[config.mk]
export PLATFORM = sky130hd
export DESIGN_NAME = mec_ctrl
export DESIGN_NICKNAME = d
export VERILOG_FILES = /design/src/sv/mec_pkg.sv /design/src/sv/mec_ctrl.sv
export SDC_FILE = /design/constraint.sdc
export NUM_CORES = 1
export LEC_CHECK = 0
export ABC_AREA = 1
export ABC_CLOCK_PERIOD_IN_PS = 1200
export BUFFER_PORTS_ARGS = -buffer_cell sky130_fd_sc_hd__buf_2
export CORE_AREA = 3 3 40 42
export CTS_BUF_LIST = sky130_fd_sc_hd__clkbuf_8
export DETAILED_ROUTE_END_ITERATION = 10
export DIE_AREA = 0 0 43 45
export PLACE_DENSITY_LB_ADDON = 0.3
export SETUP_SLACK_MARGIN = 0.15
export SLEW_MARGIN = 20
export SYNTH_ARGS = -nofsm -noshare
export SYNTH_HDL_FRONTEND = slang
export SYNTH_SLANG_ARGS = --single-unit
[constraint.sdc]
create_clock -name clk_i -period 1.2 [get_ports clk_i]
set_input_delay 0.06 -clock clk_i [delete_from_list [all_inputs] [get_ports clk_i]]
set_output_delay 0.06 -clock clk_i [all_outputs]
set_load 0.1 [all_outputs]
[src/sv/mec_pkg.sv]
package mec_pkg;

  // Datapath format: signed fixed point, DataWidth bits with FracBits fraction bits.
  localparam int DataWidth  = 32;
  localparam int FracBits   = 28;
  localparam int InWidth    = 32;
  localparam int CountWidth = 16;
  localparam int IterWidth  = CountWidth + 1;
  localparam int ProdWidth  = 2 * DataWidth;
  localparam int SumWidth   = ProdWidth + 2;
  localparam int ExtWidth   = (DataWidth > InWidth) ? DataWidth : InWidth;

  localparam logic [CountWidth-1:0] LimitReset     = CountWidth'(10000);
  localparam int                    EscapeRadiusSq = 4;

  typedef enum logic [1:0] {
    ST_IDLE,
    ST_MUL,
    ST_STEP
  } state_e;

  typedef struct packed {
    logic load;     // take a new point, clear z and the count
    logic step;     // write the next z and the incremented count
    logic finish;   // capture the result into the output register
    logic escaped;  // result is the count rather than zero
  } dp_cmd_t;

  typedef struct packed {
    logic escape;   // |z|^2 of the current z exceeds the squared radius
    logic zero;     // next z is exactly zero
    logic limit;    // next count exceeds the iteration limit
  } dp_status_t;

endpackage

[src/sv/mec_ctrl.sv]
module mec_ctrl import mec_pkg::*; (
  input  logic       clk_i,
  input  logic       rst_ni,
  input  logic       in_valid_i,
  output logic       in_ready_o,
  output logic       out_valid_o,
  input  logic       out_ready_i,
  input  dp_status_t status_i,
  output dp_cmd_t    cmd_o
);

  state_e state_q, state_d;
  logic   out_valid_q, out_valid_d;
  logic   slot_free;

  assign slot_free = !out_valid_q || out_ready_i;

  always_ff @(posedge clk_i or negedge rst_ni) begin
    if (!rst_ni) begin
      state_q     <= ST_IDLE;
      out_valid_q <= 1'b0;
    end else begin
      state_q     <= state_d;
      out_valid_q <= out_valid_d;
    end
  end

  always_comb begin
    state_d    = state_q;
    cmd_o      = '0;
    in_ready_o = 1'b0;
    unique case (state_q)
      ST_IDLE: begin
        in_ready_o = 1'b1;
        if (in_valid_i) begin
          cmd_o.load = 1'b1;
          state_d    = ST_MUL;
        end
      end
      ST_MUL: begin
        state_d = ST_STEP;
      end
      ST_STEP: begin
        if (status_i.escape || status_i.zero || status_i.limit) begin
          // Hold here until the output register can take the result.
          if (slot_free) begin
            cmd_o.finish  = 1'b1;
            cmd_o.escaped = status_i.escape;
            state_d       = ST_IDLE;
          end
        end else begin
          cmd_o.step = 1'b1;
          state_d    = ST_MUL;
        end
      end
      default: state_d = ST_IDLE;
    endcase

    if (cmd_o.finish) begin
      out_valid_d = 1'b1;
    end else if (out_ready_i) begin
      out_valid_d = 1'b0;
    end else begin
      out_valid_d = out_valid_q;
    end
  end

  assign out_valid_o = out_valid_q;

  a_mul_then_step: assert property (@(posedge clk_i) disable iff (!rst_ni)
    state_q == ST_MUL |=> state_q == ST_STEP)
    else $error("multiply cycle not followed by step cycle");

  a_result_from_step: assert property (@(posedge clk_i) disable iff (!rst_ni)
    cmd_o.finish |-> state_q == ST_STEP && !cmd_o.step && !cmd_o.load)
    else $error("result captured outside the step cycle");

  a_no_overwrite: assert property (@(posedge clk_i) disable iff (!rst_ni)
    cmd_o.finish |-> !out_valid_q || out_ready_i)
    else $error("pending result overwritten");

  a_escape_only_on_finish: assert property (@(posedge clk_i) disable iff (!rst_ni)
    cmd_o.escaped |-> cmd_o.finish && status_i.escape)
    else $error("escape flag without a finishing escape");

endmodule

# Yosys cells after proc, flatten, opt, wreduce, memory -nomap -nowiden
# Cells that the tools add are included.
# word_totals
register_bits	3
output_inout_bits	6
# classes
n_eq_ne	4
mux	13
reduce_logical	7
# op_table
op	n
two-way mux 2 bit	5
two-way mux 1 bit	6
one-hot mux 2 bit (3 select lines)	1
logical OR 1 bit	3
two-way mux 3 bit	1
!= test 3 bit, second input constant	1
equality test 2 x 1 -> 1 bit, second input constant	1
equality test 2 bit, second input constant	1
logical NOT 2 bit	1
!= test 2 bit, second input constant	1
AND reduction 2 bit	1
nonzero test 2 bit	1
logical NOT 1 bit	1

# Longest topological paths before layout
# depth
depth_word	6
depth_mapped	6
mapped_depth_nobuf	5

# Worst setup path after synthesis
# OpenSTA, ideal clock, no wires.
# synth_path
path_type	reg-to-output
startpoint	reg out_valid_q, in the netlist out_valid_o
endpoint	out cmd_o[0] (netlist name)
arrival_time_ns	3.062
required_time_ns	1.140
slack_ns	-1.922
stages_incl_launch_ff	4
n_path_buf	0
path_cell_list	dfrtp_1 > nand2_1 > inv_1 > nor3_1
# synth_rtl
item	line	rtl
start: declaration	mec_ctrl.sv:13	logic out_valid_q, out_valid_d;
start signal: assignment	mec_ctrl.sv:24	out_valid_q <= out_valid_d;
end: declaration	mec_ctrl.sv:9	output dp_cmd_t cmd_o

==> run_results.csv <==
group,metric,value,unit
finish,area_growth,212,%
synthesis,synth_warnings,0,
finish,antenna_cells,0,
sta,rsz0062_at_grt,"true",
run,cap_violations,0,
place,place_hpwl,380,um
synthesis,synth_area_per_cell,6.64,um2
cts,htreeDepth,1,
synthesis,ys_top_cells_by_area,"dfrtp_1 (43%), nand2_1 (15%), inv_1 (13%)",
synthesis,syn-num-nets,33,
floorplan,initial_utilization,0.134,
grt,grtUsageTotal,0.0778,
floorplan,die_h,45,um
grt,grt_pass1_wl,1020,um
sta,setup_viol,4,
floorplan,num_rows,13,
synthesis,ys_seq_area_frac,0.435,
cts,clock_sinks,3,
synthesis,syn_inst,26,
cts,tritoncts,"yes",
grt,overflow,0,
outcome,status,"finished, violations left",
cts,numCtsBuffers,3,
finish,multi_input_area,124,um2
sta,fin_crit_sh,1.06,
cts,cts-root-buf,"clkbuf_8",
grt,gr-usage-met1,0.0732,
sta,finalHoldViolCount,0,
place,port_buffers,12,
worst_setup_path,arrival,1.21,ns
detailed_routing,drc,0,
grt,grt_max_degree,5,
synthesis,syn-cell-area,173,um2
floorplan,io_pins,13,
finish,drive_gt1_frac,0.725,
floorplan,die_w,43,um
synthesis,yosysUniqueCellTypes,9,
floorplan,dieArea,1940,um2
finish,seqCellArea,78.8,um2
cts,cts.clk_slew.worst_paths,0.03,ns
floorplan,core,1280,um2
cts,clk_latency,0.21,ns
grt,busiest_layer,"met2",
worst_setup_path,worst_setup_path_start_kind,"flip-flop",
finish,mostFrequentLayoutCells,"buf_2 (6), buf_12 (6), buf_4 (5)",
detailed_routing,dr.pass1.iters,1,
detailed_routing,post_drt_wl_per_cell,8.05,um
detailed_routing,viasPerCell,3.58,
grt,grt_pass1_vias,263,
sta,worst_pin_slew,0.249,ns
grt,grtUsageMet3,0.0438,
synthesis,yosys_register_bits,3,
cts,clockBufferDepth,2,
grt,antenna_found_initial,0,
detailed_routing,vias,236,
place,place.gp.congestion,0.638,
grt,grtUsageMet2,0.111,
sta,worst_slack,-0.0708,ns
min_path,hold_class,"in2async",
synthesis,synth_top_area_frac,0.435,
finish,finalNetCount,59,
sta,whs,0.181,ns
finish,fillCellCount,130,
sta,period_needed,1.27,ns
worst_setup_path,worstPathMaxFanout,2,
place,place_ws,0.0923,ns
sta,relSlewSlack,0.834,
detailed_routing,antenna_left,0,
detailed_routing,routed_wl,531,um
worst_setup_path,worstSetupEndpointType,"primary output",
worst_setup_path,required,1.14,ns
finish,post-route-util,0.419,
sta,clock_skew,0.00114,ns
outcome,violations,"negative setup slack",
sta,max_freq,0.787,GHz
detailed_routing,drt_iter0_markers,0,
worst_setup_path,path_class,"reg2out",
synthesis,yosys.area.top_type,"dfrtp_1",
sta,slew_violations,0,
-- path summary, 6_finish.rpt --
| check | endpoint | start | slack [ns] | cells after the start |
|---|---|---|---|---|
| setup / recovery | cmd_o[0] | out_valid_o | -0.07 | 4 |
| hold / removal | state_q[0] | rst_ni | 0.18 | 2 |
| setup reg to reg | state_q[0] | state_q[0] | 0.10 | 6 |
| hold reg to reg | state_q[1] | state_q[0] | 0.64 | 3 |
| max in group asynchronous | out_valid_o | rst_ni | 0.90 | 2 |
| min in group clk_i | out_valid_o | out_ready_i | 0.23 | 5 |
-- logic make-up after synthesis --
logic type,share of synthesized area
buf+inv,0.174
flops,0.435
compound gates,0.0290
simple gates,0.362
-- Yosys cell counts (all sizes together) --
master  number
o21ai        1
nor3         1
inv          6
buf          1
nor2         5
nand2        8
dfrtp        3
or2          1
-- registers in the layout, indices dropped and copies added (netlist names) --
register and cells:
out_valid_o 1, state_q 2
-- metrics by stage --
stage	cells	cell area [um2]	setup TNS, ns
finish	66	538	-0.156
global route	66	538	-0.452
CTS	64	503	-0.213
detailed placement	53	390	0
global placement	53	390	0
floorplan	26	225	-0.803
-- critical path, stage by stage, from the launching register on --
cell,delay [ns]
dfrtp_4,0.47
nand2_4,0.08
inv_4,0.04
nor3_4,0.20
buf_12,0.20
-- layout make-up --
| cell class | instances | area share |
|---|---|---|
| Tap cell | 15 | 0.0349 |
| Multi-Input combinational cell | 16 | 0.230 |
| Timing Repair Buffer | 22 | 0.451 |
| Clock buffer | 3 | 0.0767 |
| Clock inverter | 1 | 0.00698 |
| Inverter | 6 | 0.0535 |
| Sequential cell | 3 | 0.147 |
-- timing repair --
action | 4_1_cts | 5_1_grt
resized for setup | 4 | 6
setup buffers | 6 | 2
hold endpoints to repair | 3 | 0
setup endpoints to repair | 5 | 7
pin swaps | 5 | 5
hold buffers | 1 | 0
-- layer usage --
metal  vias to the layer above  share of wire  routed length, um
met1                        96           0.37                197
met4                         0          0.047                 25
met3                         4           0.14                 72
met5                         -              0                  0
met2                        14           0.44                236
li1                        122              -                  -
Power is left out: the tool's default activity adds up to more than one toggle a clock period on the data nets, which glitch-free logic cannot reach.
